**src/rtl/core/scp_pkg.sv**
```systemverilog
package scp_pkg;

   localparam int TILE_UNITS_DEFAULT  = 64;
   localparam int QUEUE_DEPTH_DEFAULT = 2;

   localparam int FRAC_BITS     = 16;
   localparam int PICKUP_MARGIN = 8;
   localparam int DIV_W         = 32;
   localparam int PERP_FLOOR    = 2048;
   localparam int HEIGHT_NUMER  = 240 << 16;
   localparam int HEIGHT_MAX    = 255;

   localparam int CSR_INDEX_W = 3;
   localparam int CSR_DATA_W  = 32;

   localparam logic [CSR_INDEX_W-1:0] CSR_CAMERA_X    = 3'd0;
   localparam logic [CSR_INDEX_W-1:0] CSR_CAMERA_Y    = 3'd1;
   localparam logic [CSR_INDEX_W-1:0] CSR_VIEW_COS    = 3'd2;
   localparam logic [CSR_INDEX_W-1:0] CSR_VIEW_SIN    = 3'd3;
   localparam logic [CSR_INDEX_W-1:0] CSR_MAX_VISIBLE = 3'd4;

   typedef enum logic [1:0] {
      STATUS_PICKUP  = 2'd0,
      STATUS_BEHIND  = 2'd1,
      STATUS_VISIBLE = 2'd2,
      STATUS_DROPPED = 2'd3
   } status_type;

   typedef struct packed {
      logic signed [31:0] camera_x;
      logic signed [31:0] camera_y;
      logic signed [17:0] view_cos;
      logic signed [17:0] view_sin;
      logic [7:0]         max_visible;
   } cfg_type;

   // One classified entity on its way from the front to the back.
   typedef struct packed {
      logic               frame_start;
      logic               pickup;
      logic signed [31:0] dx;
      logic signed [31:0] dy;
   } entry_type;

endpackage

```
**src/rtl/core/scp_divider.sv**
```systemverilog
module scp_divider #(
   parameter int WIDTH = scp_pkg::DIV_W
) (
   input  logic             clock,
   input  logic             reset,
   input  logic             start,
   input  logic [WIDTH-1:0] numer,
   input  logic [WIDTH-1:0] denom,
   output logic             done,
   output logic [WIDTH-1:0] quotient
);

   localparam int CNT_W = (WIDTH > 1) ? $clog2(WIDTH) : 1;
   localparam logic [CNT_W-1:0] LAST_STEP = CNT_W'(WIDTH - 1);

   logic             busy_ff;
   logic             done_ff;
   logic [CNT_W-1:0] cnt_ff;
   logic [WIDTH-1:0] rem_ff;
   logic [WIDTH-1:0] quot_ff;
   logic [WIDTH-1:0] den_ff;

   logic [WIDTH:0]   shifted;
   logic [WIDTH+1:0] trial;

   // Restoring division, one quotient bit per cycle, most significant first.
   assign shifted = {rem_ff, quot_ff[WIDTH-1]};
   assign trial   = {1'b0, shifted} - {2'b00, den_ff};

   always_ff @(posedge clock) begin
      if (reset) begin
         busy_ff <= 1'b0;
         done_ff <= 1'b0;
         cnt_ff  <= '0;
      end else if (start) begin
         busy_ff <= 1'b1;
         done_ff <= 1'b0;
         cnt_ff  <= '0;
         rem_ff  <= '0;
         quot_ff <= numer;
         den_ff  <= denom;
      end else if (busy_ff) begin
         if (!trial[WIDTH+1]) begin
            rem_ff  <= trial[WIDTH-1:0];
            quot_ff <= {quot_ff[WIDTH-2:0], 1'b1};
         end else begin
            rem_ff  <= shifted[WIDTH-1:0];
            quot_ff <= {quot_ff[WIDTH-2:0], 1'b0};
         end
         cnt_ff <= cnt_ff + 1'b1;
         if (cnt_ff == LAST_STEP) begin
            busy_ff <= 1'b0;
            done_ff <= 1'b1;
         end
      end
   end

   assign done     = done_ff;
   assign quotient = quot_ff;

`ifndef SYNTHESIS
   a_busy_not_done: assert property (@(posedge clock) disable iff (reset)
      busy_ff |-> !done_ff)
      else $error("divider reports done while still iterating");
`endif

endmodule

```
**src/rtl/core/scp_front.sv**
```systemverilog
module scp_front #(
   parameter int TILE_UNITS = scp_pkg::TILE_UNITS_DEFAULT
) (
   input  logic               clock,
   input  logic               reset,
   input  scp_pkg::cfg_type   cfg,
   input  logic               req_tvalid,
   output logic               req_tready,
   input  logic signed [31:0] entity_x,
   input  logic signed [31:0] entity_y,
   input  logic               frame_start,
   output logic               ent_valid,
   input  logic               ent_ready,
   output scp_pkg::entry_type ent
);

   localparam logic signed [31:0] PICKUP_LIMIT =
      32'((TILE_UNITS / 2 + scp_pkg::PICKUP_MARGIN) << scp_pkg::FRAC_BITS);
   localparam logic signed [31:0] PICKUP_NEG = -PICKUP_LIMIT;
   localparam logic signed [31:0] MOST_NEG   = 32'sh8000_0000;

   logic               hold_ff;
   scp_pkg::entry_type ent_ff;

   logic signed [31:0] dx;
   logic signed [31:0] dy;
   logic               near_x;
   logic               near_y;

   assign dx = entity_x - cfg.camera_x;
   assign dy = entity_y - cfg.camera_y;

   // The absolute value of the most negative offset wraps to itself, so it counts as near.
   assign near_x = (dx == MOST_NEG) || ((dx <= PICKUP_LIMIT) && (dx >= PICKUP_NEG));
   assign near_y = (dy == MOST_NEG) || ((dy <= PICKUP_LIMIT) && (dy >= PICKUP_NEG));

   assign req_tready = !hold_ff || ent_ready;

   always_ff @(posedge clock) begin
      if (reset) begin
         hold_ff <= 1'b0;
      end else if (req_tvalid && req_tready) begin
         hold_ff            <= 1'b1;
         ent_ff.frame_start <= frame_start;
         ent_ff.pickup      <= near_x && near_y;
         ent_ff.dx          <= dx;
         ent_ff.dy          <= dy;
      end else if (ent_ready) begin
         hold_ff <= 1'b0;
      end
   end

   assign ent_valid = hold_ff;
   assign ent       = ent_ff;

endmodule

```
**src/rtl/core/scp_queue.sv**
```systemverilog
module scp_queue #(
   parameter int DEPTH = scp_pkg::QUEUE_DEPTH_DEFAULT
) (
   input  logic               clock,
   input  logic               reset,
   input  logic               push_valid,
   output logic               push_ready,
   input  scp_pkg::entry_type push_data,
   output logic               pop_valid,
   input  logic               pop_ready,
   output scp_pkg::entry_type pop_data
);

   localparam int PTR_W = (DEPTH > 1) ? $clog2(DEPTH) : 1;
   localparam int CNT_W = $clog2(DEPTH + 1);
   localparam logic [PTR_W-1:0] LAST_PTR = PTR_W'(DEPTH - 1);
   localparam logic [CNT_W-1:0] FULL_CNT = CNT_W'(DEPTH);

   scp_pkg::entry_type slot_ff [DEPTH];
   logic [PTR_W-1:0]   wr_ptr_ff;
   logic [PTR_W-1:0]   rd_ptr_ff;
   logic [CNT_W-1:0]   count_ff;

   logic push;
   logic pop;

   assign push_ready = (count_ff != FULL_CNT);
   assign pop_valid  = (count_ff != '0);
   assign push       = push_valid && push_ready;
   assign pop        = pop_valid && pop_ready;
   assign pop_data   = slot_ff[rd_ptr_ff];

   always_ff @(posedge clock) begin
      if (push) begin
         slot_ff[wr_ptr_ff] <= push_data;
      end
   end

   always_ff @(posedge clock) begin
      if (reset) begin
         wr_ptr_ff <= '0;
         rd_ptr_ff <= '0;
         count_ff  <= '0;
      end else begin
         if (push) begin
            wr_ptr_ff <= (wr_ptr_ff == LAST_PTR) ? '0 : wr_ptr_ff + 1'b1;
         end
         if (pop) begin
            rd_ptr_ff <= (rd_ptr_ff == LAST_PTR) ? '0 : rd_ptr_ff + 1'b1;
         end
         if (push && !pop) begin
            count_ff <= count_ff + 1'b1;
         end else if (pop && !push) begin
            count_ff <= count_ff - 1'b1;
         end
      end
   end

`ifndef SYNTHESIS
   a_count_bound: assert property (@(posedge clock) disable iff (reset)
      count_ff <= FULL_CNT)
      else $error("queue holds more entries than it has slots");
`endif

endmodule

```
**src/rtl/core/scp_back.sv**
```systemverilog
module scp_back #(
   parameter int TILE_UNITS = scp_pkg::TILE_UNITS_DEFAULT
) (
   input  logic               clock,
   input  logic               reset,
   input  scp_pkg::cfg_type   cfg,
   input  logic               ent_valid,
   output logic               ent_ready,
   input  scp_pkg::entry_type ent,
   output logic               rsp_tvalid,
   input  logic               rsp_tready,
   output logic [1:0]         rsp_tuser,
   output logic [55:0]        rsp_tdata
);

   localparam int W = scp_pkg::DIV_W;
   localparam logic [W-1:0] PERP_FLOOR   = W'(scp_pkg::PERP_FLOOR);
   localparam logic [W-1:0] HEIGHT_NUMER = W'(scp_pkg::HEIGHT_NUMER);
   localparam logic [W-1:0] HEIGHT_MAX   = W'(scp_pkg::HEIGHT_MAX);

   // Rounded-up reciprocal of the tile size; exact for every 32-bit numerator.
   localparam int          RECIP_SHIFT = 32 + $clog2(TILE_UNITS);
   localparam logic [32:0] RECIP =
      33'(((64'd1 << RECIP_SHIFT) + 64'(TILE_UNITS) - 64'd1) / 64'(TILE_UNITS));
   localparam logic [16:0] RECIP_LO = RECIP[16:0];
   localparam logic [15:0] RECIP_HI = RECIP[32:17];

   typedef enum logic [3:0] {
      ST_IDLE,
      ST_MUL0,
      ST_MUL1,
      ST_MUL2,
      ST_MUL3,
      ST_RGT,
      ST_DIVS,
      ST_DIV1,
      ST_DIV2,
      ST_OUT
   } state_type;

   state_type            state_ff;
   logic [7:0]           count_ff;
   scp_pkg::status_type  status_ff;
   logic signed [31:0]   dx_ff;
   logic signed [31:0]   dy_ff;
   logic signed [49:0]   prod_ff;
   logic signed [49:0]   acc_ff;
   logic signed [31:0]   fwd_ff;
   logic signed [31:0]   rgt_ff;
   logic [7:0]           height_ff;
   logic [23:0]          ox_ff;
   logic [23:0]          oy_ff;
   logic                 rsp_valid_ff;
   logic [1:0]           rsp_user_ff;
   logic [55:0]          rsp_data_ff;
   logic [48:0]          tile_lo_ff;
   logic [47:0]          tile_hi_ff;

   logic [7:0]           count_eff;
   logic signed [31:0]   mul_a;
   logic signed [17:0]   mul_b;
   logic signed [49:0]   prod;
   logic [47:0]          fwd_sum;
   logic [47:0]          rgt_sum;
   logic                 rgt_neg;
   logic [W-1:0]         rgt_mag;
   logic [31:0]          tile_num;
   logic [64:0]          tile_prod;
   logic [31:0]          tile_quot;
   logic [W-1:0]         rgt_quot;
   logic [W-1:0]         perp;
   logic                 start_a;
   logic                 done_a;
   logic [W-1:0]         quot_a;

   // One shared 32 x 18 multiplier forms the four rotation products in turn.
   assign mul_a   = ((state_ff == ST_MUL0) || (state_ff == ST_MUL3)) ? dx_ff : dy_ff;
   assign mul_b   = ((state_ff == ST_MUL0) || (state_ff == ST_MUL2)) ? cfg.view_cos
                                                                     : cfg.view_sin;
   assign prod    = mul_a * mul_b;
   assign fwd_sum = acc_ff[47:0] + prod_ff[47:0];
   assign rgt_sum = acc_ff[47:0] - prod_ff[47:0];

   assign count_eff = ent.frame_start ? 8'd0 : count_ff;

   assign rgt_neg  = rgt_ff[31];
   assign rgt_mag  = rgt_neg ? W'(-rgt_ff) : W'(rgt_ff);

   // Division by the tile size multiplies by the reciprocal in two registered
   // halves, so the quotient follows in the cycle after the numerator. The depth
   // is presented in ST_DIVS and the sideways magnitude from then on.
   assign tile_num  = (state_ff == ST_DIVS) ? 32'(fwd_ff) : 32'(rgt_mag);
   assign tile_prod = {16'd0, tile_lo_ff} + {tile_hi_ff, 17'd0};
   assign tile_quot = 32'(tile_prod >> RECIP_SHIFT);

   assign rgt_quot = rgt_neg ? (~tile_quot + 1'b1) : tile_quot;
   assign perp     = (tile_quot <= PERP_FLOOR) ? PERP_FLOOR : tile_quot;

   assign start_a  = (state_ff == ST_DIV1);

   always_ff @(posedge clock) begin
      tile_lo_ff <= 49'(tile_num) * 49'(RECIP_LO);
      tile_hi_ff <= 48'(tile_num) * 48'(RECIP_HI);
   end

   scp_divider #(.WIDTH(W)) u_div_a (
      .clock    (clock),
      .reset    (reset),
      .start    (start_a),
      .numer    (HEIGHT_NUMER),
      .denom    (perp),
      .done     (done_a),
      .quotient (quot_a)
   );

   assign ent_ready = (state_ff == ST_IDLE);

   always_ff @(posedge clock) begin
      if (reset) begin
         state_ff     <= ST_IDLE;
         count_ff     <= '0;
         rsp_valid_ff <= 1'b0;
      end else begin
         if (rsp_valid_ff && rsp_tready && (state_ff != ST_OUT)) begin
            rsp_valid_ff <= 1'b0;
         end
         unique case (state_ff)
            ST_IDLE: begin
               if (ent_valid) begin
                  count_ff <= count_eff;
                  dx_ff    <= ent.dx;
                  dy_ff    <= ent.dy;
                  // The cap is checked ahead of the pickup test.
                  if (count_eff >= cfg.max_visible) begin
                     status_ff <= scp_pkg::STATUS_DROPPED;
                     state_ff  <= ST_OUT;
                  end else if (ent.pickup) begin
                     status_ff <= scp_pkg::STATUS_PICKUP;
                     state_ff  <= ST_OUT;
                  end else begin
                     state_ff <= ST_MUL0;
                  end
               end
            end
            ST_MUL0: begin
               prod_ff  <= prod;
               state_ff <= ST_MUL1;
            end
            ST_MUL1: begin
               acc_ff   <= prod_ff;
               prod_ff  <= prod;
               state_ff <= ST_MUL2;
            end
            ST_MUL2: begin
               fwd_ff   <= fwd_sum[47:16];
               prod_ff  <= prod;
               state_ff <= ST_MUL3;
            end
            ST_MUL3: begin
               if (fwd_ff <= 0) begin
                  status_ff <= scp_pkg::STATUS_BEHIND;
                  state_ff  <= ST_OUT;
               end else begin
                  acc_ff   <= prod_ff;
                  prod_ff  <= prod;
                  state_ff <= ST_RGT;
               end
            end
            ST_RGT: begin
               rgt_ff   <= rgt_sum[47:16];
               state_ff <= ST_DIVS;
            end
            ST_DIVS: begin
               state_ff <= ST_DIV1;
            end
            ST_DIV1: begin
               oy_ff    <= tile_quot[31:8];
               state_ff <= ST_DIV2;
            end
            ST_DIV2: begin
               if (done_a) begin
                  ox_ff     <= rgt_quot[31:8];
                  height_ff <= (quot_a > HEIGHT_MAX) ? 8'(HEIGHT_MAX) : quot_a[7:0];
                  count_ff  <= count_ff + 1'b1;
                  status_ff <= scp_pkg::STATUS_VISIBLE;
                  state_ff  <= ST_OUT;
               end
            end
            ST_OUT: begin
               if (!rsp_valid_ff || rsp_tready) begin
                  rsp_valid_ff <= 1'b1;
                  rsp_user_ff  <= status_ff;
                  if (status_ff == scp_pkg::STATUS_VISIBLE) begin
                     rsp_data_ff <= {oy_ff, ox_ff, height_ff};
                  end else begin
                     rsp_data_ff <= '0;
                  end
                  state_ff <= ST_IDLE;
               end
            end
            default: begin
               state_ff <= ST_IDLE;
            end
         endcase
      end
   end

   assign rsp_tvalid = rsp_valid_ff;
   assign rsp_tuser  = rsp_user_ff;
   assign rsp_tdata  = rsp_data_ff;

`ifndef SYNTHESIS
   a_hidden_zero: assert property (@(posedge clock) disable iff (reset)
      (rsp_valid_ff && (rsp_user_ff != scp_pkg::STATUS_VISIBLE)) |-> (rsp_data_ff == '0))
      else $error("result that is not visible carries nonzero values");

   a_depth_positive: assert property (@(posedge clock) disable iff (reset)
      (rsp_valid_ff && (rsp_user_ff == scp_pkg::STATUS_VISIBLE)) |-> !rsp_data_ff[55])
      else $error("visible result has a negative depth offset");

   a_count_step: assert property (@(posedge clock) disable iff (reset)
      !$stable(count_ff) |-> ((count_ff == '0) || (count_ff == $past(count_ff) + 8'd1)))
      else $error("visible counter moved by something other than one step or a clear");
`endif

endmodule

```
**src/rtl/core/sprite_camera_projection.sv**
```systemverilog
// Projects one entity position per transaction into camera space. The front
// stage subtracts the camera position and flags entities close enough to be
// picked up; a short queue then feeds the back stage, which applies the
// per-frame visible cap, rotates the offset with one shared 32 x 18
// multiplier (four products, one per cycle), divides depth and sideways
// offset by the tile size with a reciprocal multiplication and forms the
// apparent height with one bit-serial 32-bit divider. A dropped or picked-up
// entity goes straight out, one behind the camera after the multiply states,
// a visible one through the division states, where the height division sets
// the rate. Results leave through an output register, so the back stage
// starts the next entity while a result waits. Configuration writes are taken
// in every cycle and must only be made while no entity is in flight.
module sprite_camera_projection #(
   parameter int TILE_UNITS  = scp_pkg::TILE_UNITS_DEFAULT,
   parameter int QUEUE_DEPTH = scp_pkg::QUEUE_DEPTH_DEFAULT
) (
   input  logic                             clock,
   input  logic                             reset,
   input  logic                             req_tvalid,
   output logic                             req_tready,
   input  logic [63:0]                      req_tdata,  // entity_x, entity_y
   input  logic                             req_tuser,  // frame_start
   output logic                             rsp_tvalid,
   input  logic                             rsp_tready,
   output logic [55:0]                      rsp_tdata,  // apparent_height, screen_offset_x,
                                                        // screen_offset_y
   output logic [1:0]                       rsp_tuser,  // status
   input  logic                             csr_valid,
   output logic                             csr_ready,
   input  logic [scp_pkg::CSR_INDEX_W-1:0]  csr_index,
   input  logic [scp_pkg::CSR_DATA_W-1:0]   csr_data
);

   scp_pkg::cfg_type   cfg_ff;
   logic               ent_valid;
   logic               ent_ready;
   scp_pkg::entry_type ent;
   logic               q_valid;
   logic               q_ready;
   scp_pkg::entry_type q_data;

   assign csr_ready = 1'b1;

   always_ff @(posedge clock) begin
      if (reset) begin
         cfg_ff.camera_x    <= '0;
         cfg_ff.camera_y    <= '0;
         cfg_ff.view_cos    <= 18'sd65536;
         cfg_ff.view_sin    <= '0;
         cfg_ff.max_visible <= 8'd255;
      end else if (csr_valid && csr_ready) begin
         unique case (csr_index)
            scp_pkg::CSR_CAMERA_X:    cfg_ff.camera_x    <= csr_data;
            scp_pkg::CSR_CAMERA_Y:    cfg_ff.camera_y    <= csr_data;
            scp_pkg::CSR_VIEW_COS:    cfg_ff.view_cos    <= csr_data[17:0];
            scp_pkg::CSR_VIEW_SIN:    cfg_ff.view_sin    <= csr_data[17:0];
            scp_pkg::CSR_MAX_VISIBLE: cfg_ff.max_visible <= csr_data[7:0];
            default: begin
            end
         endcase
      end
   end

   scp_front #(.TILE_UNITS(TILE_UNITS)) u_front (
      .clock       (clock),
      .reset       (reset),
      .cfg         (cfg_ff),
      .req_tvalid  (req_tvalid),
      .req_tready  (req_tready),
      .entity_x    (req_tdata[31:0]),
      .entity_y    (req_tdata[63:32]),
      .frame_start (req_tuser),
      .ent_valid   (ent_valid),
      .ent_ready   (ent_ready),
      .ent         (ent)
   );

   scp_queue #(.DEPTH(QUEUE_DEPTH)) u_queue (
      .clock      (clock),
      .reset      (reset),
      .push_valid (ent_valid),
      .push_ready (ent_ready),
      .push_data  (ent),
      .pop_valid  (q_valid),
      .pop_ready  (q_ready),
      .pop_data   (q_data)
   );

   scp_back #(.TILE_UNITS(TILE_UNITS)) u_back (
      .clock      (clock),
      .reset      (reset),
      .cfg        (cfg_ff),
      .ent_valid  (q_valid),
      .ent_ready  (q_ready),
      .ent        (q_data),
      .rsp_tvalid (rsp_tvalid),
      .rsp_tready (rsp_tready),
      .rsp_tuser  (rsp_tuser),
      .rsp_tdata  (rsp_tdata)
   );

endmodule

```
**config.mk**
```make
export PLATFORM = sky130hd
export DESIGN_NAME = sprite_camera_projection
export DESIGN_NICKNAME = d
export VERILOG_FILES = /design/src/rtl/core/scp_pkg.sv /design/src/rtl/core/scp_divider.sv /design/src/rtl/core/scp_front.sv /design/src/rtl/core/scp_queue.sv /design/src/rtl/core/scp_back.sv /design/src/rtl/core/sprite_camera_projection.sv
export SDC_FILE = /design/constraint.sdc
export NUM_CORES = 2
export LEC_CHECK = 0
export BUFFER_PORTS_ARGS = -buffer_cell sky130_fd_sc_hd__buf_2
export CORE_MARGIN = 8
export CORE_UTILIZATION = 58
export CTS_CLUSTER_SIZE = 20
export DETAILED_ROUTE_END_ITERATION = 8
export PLACE_DENSITY = 0.79
export RECOVER_POWER = 25
export SYNTH_ARGS = -nofsm -noshare
export SYNTH_HDL_FRONTEND = slang
export SYNTH_SLANG_ARGS = --single-unit
```
**constraint.sdc**
```tcl
create_clock -name clock -period 8.16 [get_ports clock]
set_input_delay 0.816 -clock clock [delete_from_list [all_inputs] [get_ports clock]]
set_output_delay 0.816 -clock clock [all_outputs]
set_load 0.03 [all_outputs]
```
# Yosys cells after proc, flatten, opt, wreduce, memory -nomap -nowiden
# Memory sizes are Yosys's and may differ from the RTL's. A register that Yosys moved wholly into a read port is not among the register bits.
# Cells that the tools add are included.
[totals]
ff_bits = 654
ram_bits = 132
in_bits = 105
output_inout_bits = 61
wordCells = 185
mem_count = 1
[classes]
n_addsub = 13
mul = 1
n_lt_le_gt_ge = 8
eq_ne = 25
muxes = 46
bitwise_logic = 2
n_reduce_logical = 51
[mem_list]
columns = ["memory", "words", "word_bits", "rd", "rd_ports_with_merged_regs", "wr", "line", "rtl"]
rows = [
  ["u_queue.slot_ff", 2, 66, 1, 1, 1, "scp_queue.sv:19", "scp_pkg::entry_type slot_ff [DEPTH];"],
]
[ops]
columns = ["cell", "count"]
rows = [
  ["$mux W32", 6],
  ["$pmux W48 S2", 2],
  ["$mux W48", 2],
  ["$eq A32 B32 Y1 const B", 2],
  ["$ge A32 B23 Y1 const B", 2],
  ["$le A32 B23 Y1 const B", 2],
  ["$sub A32 B32 Y32", 2],
  ["$add A48 B48 Y48", 1],
  ["$mul A32 B18 Y48", 1],
  ["$sub A48 B48 Y48", 1],
  ["$pmux W4 S10", 1],
  ["$sub A33 B32 Y34", 1],
  ["$add A32 B1 Y32 const B", 1],
  ["$gt A32 B8 Y1 const B", 1],
  ["$le A32 B1 Y1 const B", 1],
  ["$neg A32 Y32", 1],
  ["$not A26 Y32", 1],
  ["$le A26 B12 Y1 const B", 1],
  ["$mux W26", 1],
  ["$mux W4", 6],
  ["$mux W8", 3],
  ["$reduce_and A2 Y1", 11],
  ["$reduce_and A3 Y1", 7],
  ["$mux W18", 1],
  ["other kinds (34)", 88],
]

# Longest topological paths before layout
[depth]
ltp_word = 6
depth_mapped = 32
ltp_nobuf = 29

# Cells and area by module
# A second synthesis with hierarchy kept.
[hier_totals]
cells_unflattened = 5627
area_unflattened_um2 = 59000.3
[by_module_without_submodules]
columns = ["mod", "n_inst", "cells_each", "area_per_inst_um2", "seq_area_each_um2"]
rows = [
  ["scp_back", 1, 3736, 37194.4, 10630.2],
  ["scp_front", 1, 726, 6473.7, 2001.9],
  ["scp_divider", 1, 534, 5970.7, 3022.9],
  ["scp_queue", 1, 229, 4992.3, 4063.9],
  ["sprite_camera_projection", 1, 402, 4369.2, 2162.1],
]

# Worst setup path before layout
# OpenSTA, ideal clock, no wires.
[synth_timing]
path_type = "flip-flop to flip-flop"
start = "reg u_back.state_ff[2]"
end = "reg u_back.prod_ff[44] (data pin)"
setup_ns = 0.262
t_arrival_ns = 8.118
t_required_ns = 7.898
setup_slack_ns = -0.220
stages_incl_launch_ff = 31
path_buffers = 4
period_less_slack_ns = 8.380
path_cell_list = "dfxtp_1 > clkbuf_1 > nor3_1 > clkbuf_1 > buf_2 > mux2_2 > clkbuf_1 > nand2_1 > fa_1 > inv_1 > fa_1 > fa_1 > inv_1 > fa_1 > inv_1 > fa_1 > inv_1 > fa_1 > inv_1 > ha_1 > a211oi_1 > nand3_1 > a21oi_1 > nor4_1 > o311ai_0 > a31oi_1 > a41o_1 > o2111a_1 > nor4_1 > o21bai_1 > xor2_1"
[synth_between]
elab_chain_len = 6
word_cells_on_any_way = 12
classes_between = "mul (1); eq/ne (4); mux (4); reduce/logical (3)"
[synth_rtl]
columns = ["item", "line", "rtl"]
rows = [
  ["start: declaration", "scp_back.sv:41", "state_type state_ff;"],
  ["start signal: assignment", "scp_back.sv:120", "state_ff <= ST_IDLE;"],
  ["start signal: assignment", "scp_back.sv:136", "state_ff <= ST_OUT;"],
  ["start signal: assignment", "scp_back.sv:139", "state_ff <= ST_OUT;"],
  ["$eq A4 B1 Y1, or another cell as far along", "scp_back.sv:77, scp_back.sv:78", ""],
  ["$logic_or A1 B1 Y1, on equally long branches", "scp_back.sv:77, scp_back.sv:78", ""],
  ["$mux W32 / $mux W18 (equally long branches)", "scp_back.sv:77, scp_back.sv:78", ""],
  ["$mul A32 B18 Y48 (*)", "scp_back.sv:80", "assign prod = mul_a * mul_b;"],
  ["named net u_back.prod[44]", "scp_back.sv:62", "logic signed [49:0] prod;"],
  ["$mux W48", "scp_back.sv:160", "if (fwd_ff <= 0) begin"],
  ["$pmux W48 S2 (*)", "scp_back.sv:127", "unique case (state_ff)"],
  ["end signal: assignment", "scp_back.sv:146", "prod_ff <= prod;"],
  ["end signal: assignment", "scp_back.sv:156", "prod_ff <= prod;"],
  ["end signal: assignment", "scp_back.sv:165", "prod_ff <= prod;"],
  ["end: declaration", "scp_back.sv:46", "logic signed [49:0] prod_ff;"],
]
# The timed path passes the listed nets; every way through them passes the cells marked *. The select of a mux whose other input is x is not followed.
# A chain may end at the register's enable or synchronous reset.

# Worst setup path after layout
[layout_timing]
start = "reg u_back.state_ff[0]"
end = "reg u_back.prod_ff[44] (data pin)"
# Same word-level chain as after synthesis.

==> impl_metrics.json <==
{
  "critPathCaptureType": "flip-flop",
  "grt_pass1_vias": 40300,
  "rrSetupSlack_ns": 0.27,
  "io_pins": 166,
  "reg2reg_depth": 28,
  "root_buffer": "clkbuf_16",
  "cp_slowest_cell": "fa_1",
  "maxCapViolCount": 6,
  "synth_edf_count": 616,
  "slew_headroom_pct": -217,
  "drt_iter0_markers": 3132,
  "hpwlAfterDp_mm": 105,
  "drtPass1Iterations": 8,
  "num-nets-final": 6576,
  "ys_seq_area_share_pct": 38.5,
  "viasPerCell": 5.60,
  "status": "complete, but fails checks",
  "drtAntennaViolNets": 0,
  "cts_hold_buffers": 0,
  "cp_data_required_time_ns": 8.55,
  "powerDensity_nw_per_um2": 227,
  "cts.sinks": 776,
  "fin_area_um2": 61900,
  "hold_class": "primary input to flip-flop",
  "worstPathArrival_ns": 8.28,
  "path_clk_slew_ns": 0.06,
  "rsz0062_at_grt": "true",
  "cts_max_path_buffers": 3,
  "grt_max_degree": 108,
  "ys_types": 86,
  "slew_violations": 340,
  "cts_resized": 1,
  "yosysTopAreaCell": "edfxtp_1",
  "holdCritStartpoint": "req_tuser",
  "r2r-start": "u_back.state_ff[0]",
  "antenna_found_initial": 2,
  "ys.flop_type": "edfxtp_1",
  "place_ws_ns": -0.126,
  "dieArea_um2": 107000,
  "die-height_um": 328,
  "async_flop_share_pct": 0,
  "crit_path_frequent_cell": "fa_1",
  "rows": 114,
  "core_um2": 96400,
  "post_cts_buffers": 0,
  "numCtsBuffers": 81,
  "max_freq_ghz": 0.127,
  "critPathMaxFanout": 49,
  "period_share_pct": 96.6,
  "dpl_cell_area_um2": 59200,
  "synth_top_cell_area_share_pct": 32.8,
  "path_class": "flip-flop to flip-flop",
  "insertion_delay_ns": 0.65,
  "die_w_um": 328,
  "min_to": "u_front.ent[65]",
  "setup_viol": 0,
  "yosysWarnings": 0,
  "hold_viol_final": 0,
  "drt-total-wl_mm": 134,
  "tns_ns": 0,
  "p_leak_nw": 26.0,
  "grt_pass1_wl_mm": 214,
  "grt_use_total_pct": 24.8,
  "critical-path-top-delay-family": "adder cells",
  "drive_gt1_share_pct": 10.3,
  "diodes": 0,
  "fin_ws_ns": 0.274,
  "rr_endpoint": "u_back.prod_ff[44]",
  "cts_tree": "done",
  "netlist_instances": 5433,
  "start_util_pct": 58.4,
  "routedWlPerCell_um": 19.2,
  "vias": 39000,
  "synth_area_um2": 56300,
  "port_buffers": 158,
  "clock_skew_ns": 0.0190,
  "slowest_delay_ns": 0.54,
  "fillers": 7472,
  "globalRouteOverflowTotal": 0,
  "vdd_drop_max_v": 0.000185,
  "startpoint": "u_back.state_ff[0]",
  "min_period_ns": 7.89,
  "ys_ff_latch": 776,
  "cp-start-kind": "flip-flop",
  "htreeDepth": 3,
  "synth.most_common_cell": "inv_1",
  "synth_common_cells": "843 x inv_1, 701 x nand2_1, 616 x edfxtp_1",
  "path_buf_inv": 6,
  "synth_area_per_cell_um2": 10.4,
  "place_congestion": 1.00,
  "tightest_slew_ns": 4.76,
  "synthTopCellsByArea": "edfxtp_1 33%, fa_1 19%, ha_1 6.9%",
  "area_growth_pct": 9.98,
  "hold_depth": 1,
  "drcViolationCount": 0,
  "violations": "capacitance limit, slew limit"
}
[layer usage]
layer	track usage, %	vias up	share of wire, %
met5	0	-	0.019
met4	10.3	4	4.7
met3	4.35	322	6.7
met2	42.8	1385	49
met1	30.9	19100	40
li1	-	18200	-
[cell type report]
cell class | count | area [um2] | area share [%]
Timing Repair Buffer | 301 | 1930 | 3.11
Clock buffer | 111 | 2310 | 3.72
Inverter | 844 | 3170 | 5.11
Multi-Input combinational cell | 3615 | 30800 | 49.8
Sequential cell | 776 | 21700 | 35.0
Clock inverter | 36 | 407 | 0.656
Tap cell | 1276 | 1600 | 2.58
[state kept, by name, summed over array words and instances (netlist names), 48 cells and up, named ones only]
register / cells
u_back.rsp_tdata: 50
u_back.acc_ff: 48
u_back.prod_ff: 48
cfg_ff: 108
u_front.ent: 66
u_queue.slot_ff: 132
[worst max path at each step]
stage	end	slack, ns	depth (start not counted)
global placement	u_back.prod_ff[44]	-0.02	28
global route	u_back.prod_ff[45]	-0.005	28
floorplan	u_back.prod_ff[44]	0.01	30
finish	u_back.prod_ff[44]	0.27	28
detailed placement	u_back.prod_ff[44]	-0.13	28
CTS	u_back.prod_ff[44]	0.02	28
[power breakdown]
group / leakage (nW) / internal, W / switching, W
Sequential: 6.93 / 0.00488 / 0.000181
Clock: 1.32 / 0.00216 / 0.00154
Combinational: 17.8 / 0.00207 / 0.00325
[worst reg2reg max path: cells and delay by family, from the launching register on]
family / cells / cell delay [ns]
adder cells (fa/ha/maj): 7 / 3.25
AO/OA/AOI/OAI: 8 / 1.68
AND/OR/NAND/NOR: 4 / 1.16
buffers and inverters: 6 / 0.61
flip-flops: 1 / 0.35
multiplexers: 1 / 0.31
XOR/XNOR: 2 / 0.27
[through the flow]
stage          hold slack, ns  power, W  std cells  util, %
6_report                0.355    0.0141       6959     64.2
5_1_grt                 0.335    0.0149       6959     64.2
4_1_cts                 0.321    0.0141       6959     64.2
3_5_place_dp            0.429    0.0104       6812     61.4
3_3_place_gp            0.423    0.0102       6812     61.4
2_1_floorplan           0.418   0.00879       5438        -
[logic make-up after synthesis]
group | count (synthesis) | share of synthesized area, %
buffers and inverters | 1047 | 7.03
XOR/XNOR | 222 | 3.45
other | 2 | 0.0133
multiplexers | 185 | 3.54
AND/OR/NAND/NOR | 1591 | 12.8
flip-flops | 776 | 38.5
AO/OA/AOI/OAI | 758 | 8.53
adder cells (fa/ha/maj) | 852 | 26.1
[cells in the final DEF (no fill, tap or decap), types with 15 or more instances in the layout]
| cell type | count |
|---|---|
| nand4_1 | 25 |
| and2_1 | 85 |
| a21o_1 | 79 |
| mux2i_1 | 64 |
| inv_1 | 843 |
| nor2b_1 | 28 |
| fa_1 | 542 |
| clkbuf_16 | 86 |
| nand2_1 | 701 |
| buf_4 | 130 |
| and3_1 | 20 |
| a211oi_1 | 27 |
| nand2b_1 | 49 |
| o21a_1 | 44 |
| a31oi_1 | 15 |
| o21ai_0 | 125 |
| buf_2 | 156 |
| nand3_1 | 30 |
| nor3_1 | 65 |
| nor2_1 | 405 |
| or3_1 | 31 |
| a21oi_1 | 277 |
| xnor2_1 | 153 |
| dfxtp_1 | 158 |
| o211ai_1 | 26 |
| nor4_1 | 29 |
| ha_1 | 310 |
| mux2_2 | 109 |
| and2_0 | 35 |
| xor2_1 | 69 |
| o21bai_1 | 35 |
| o31ai_1 | 19 |
| clkbuf_1 | 27 |
| edfxtp_1 | 616 |
No activity file was read; power rests on OpenSTA's default activity.
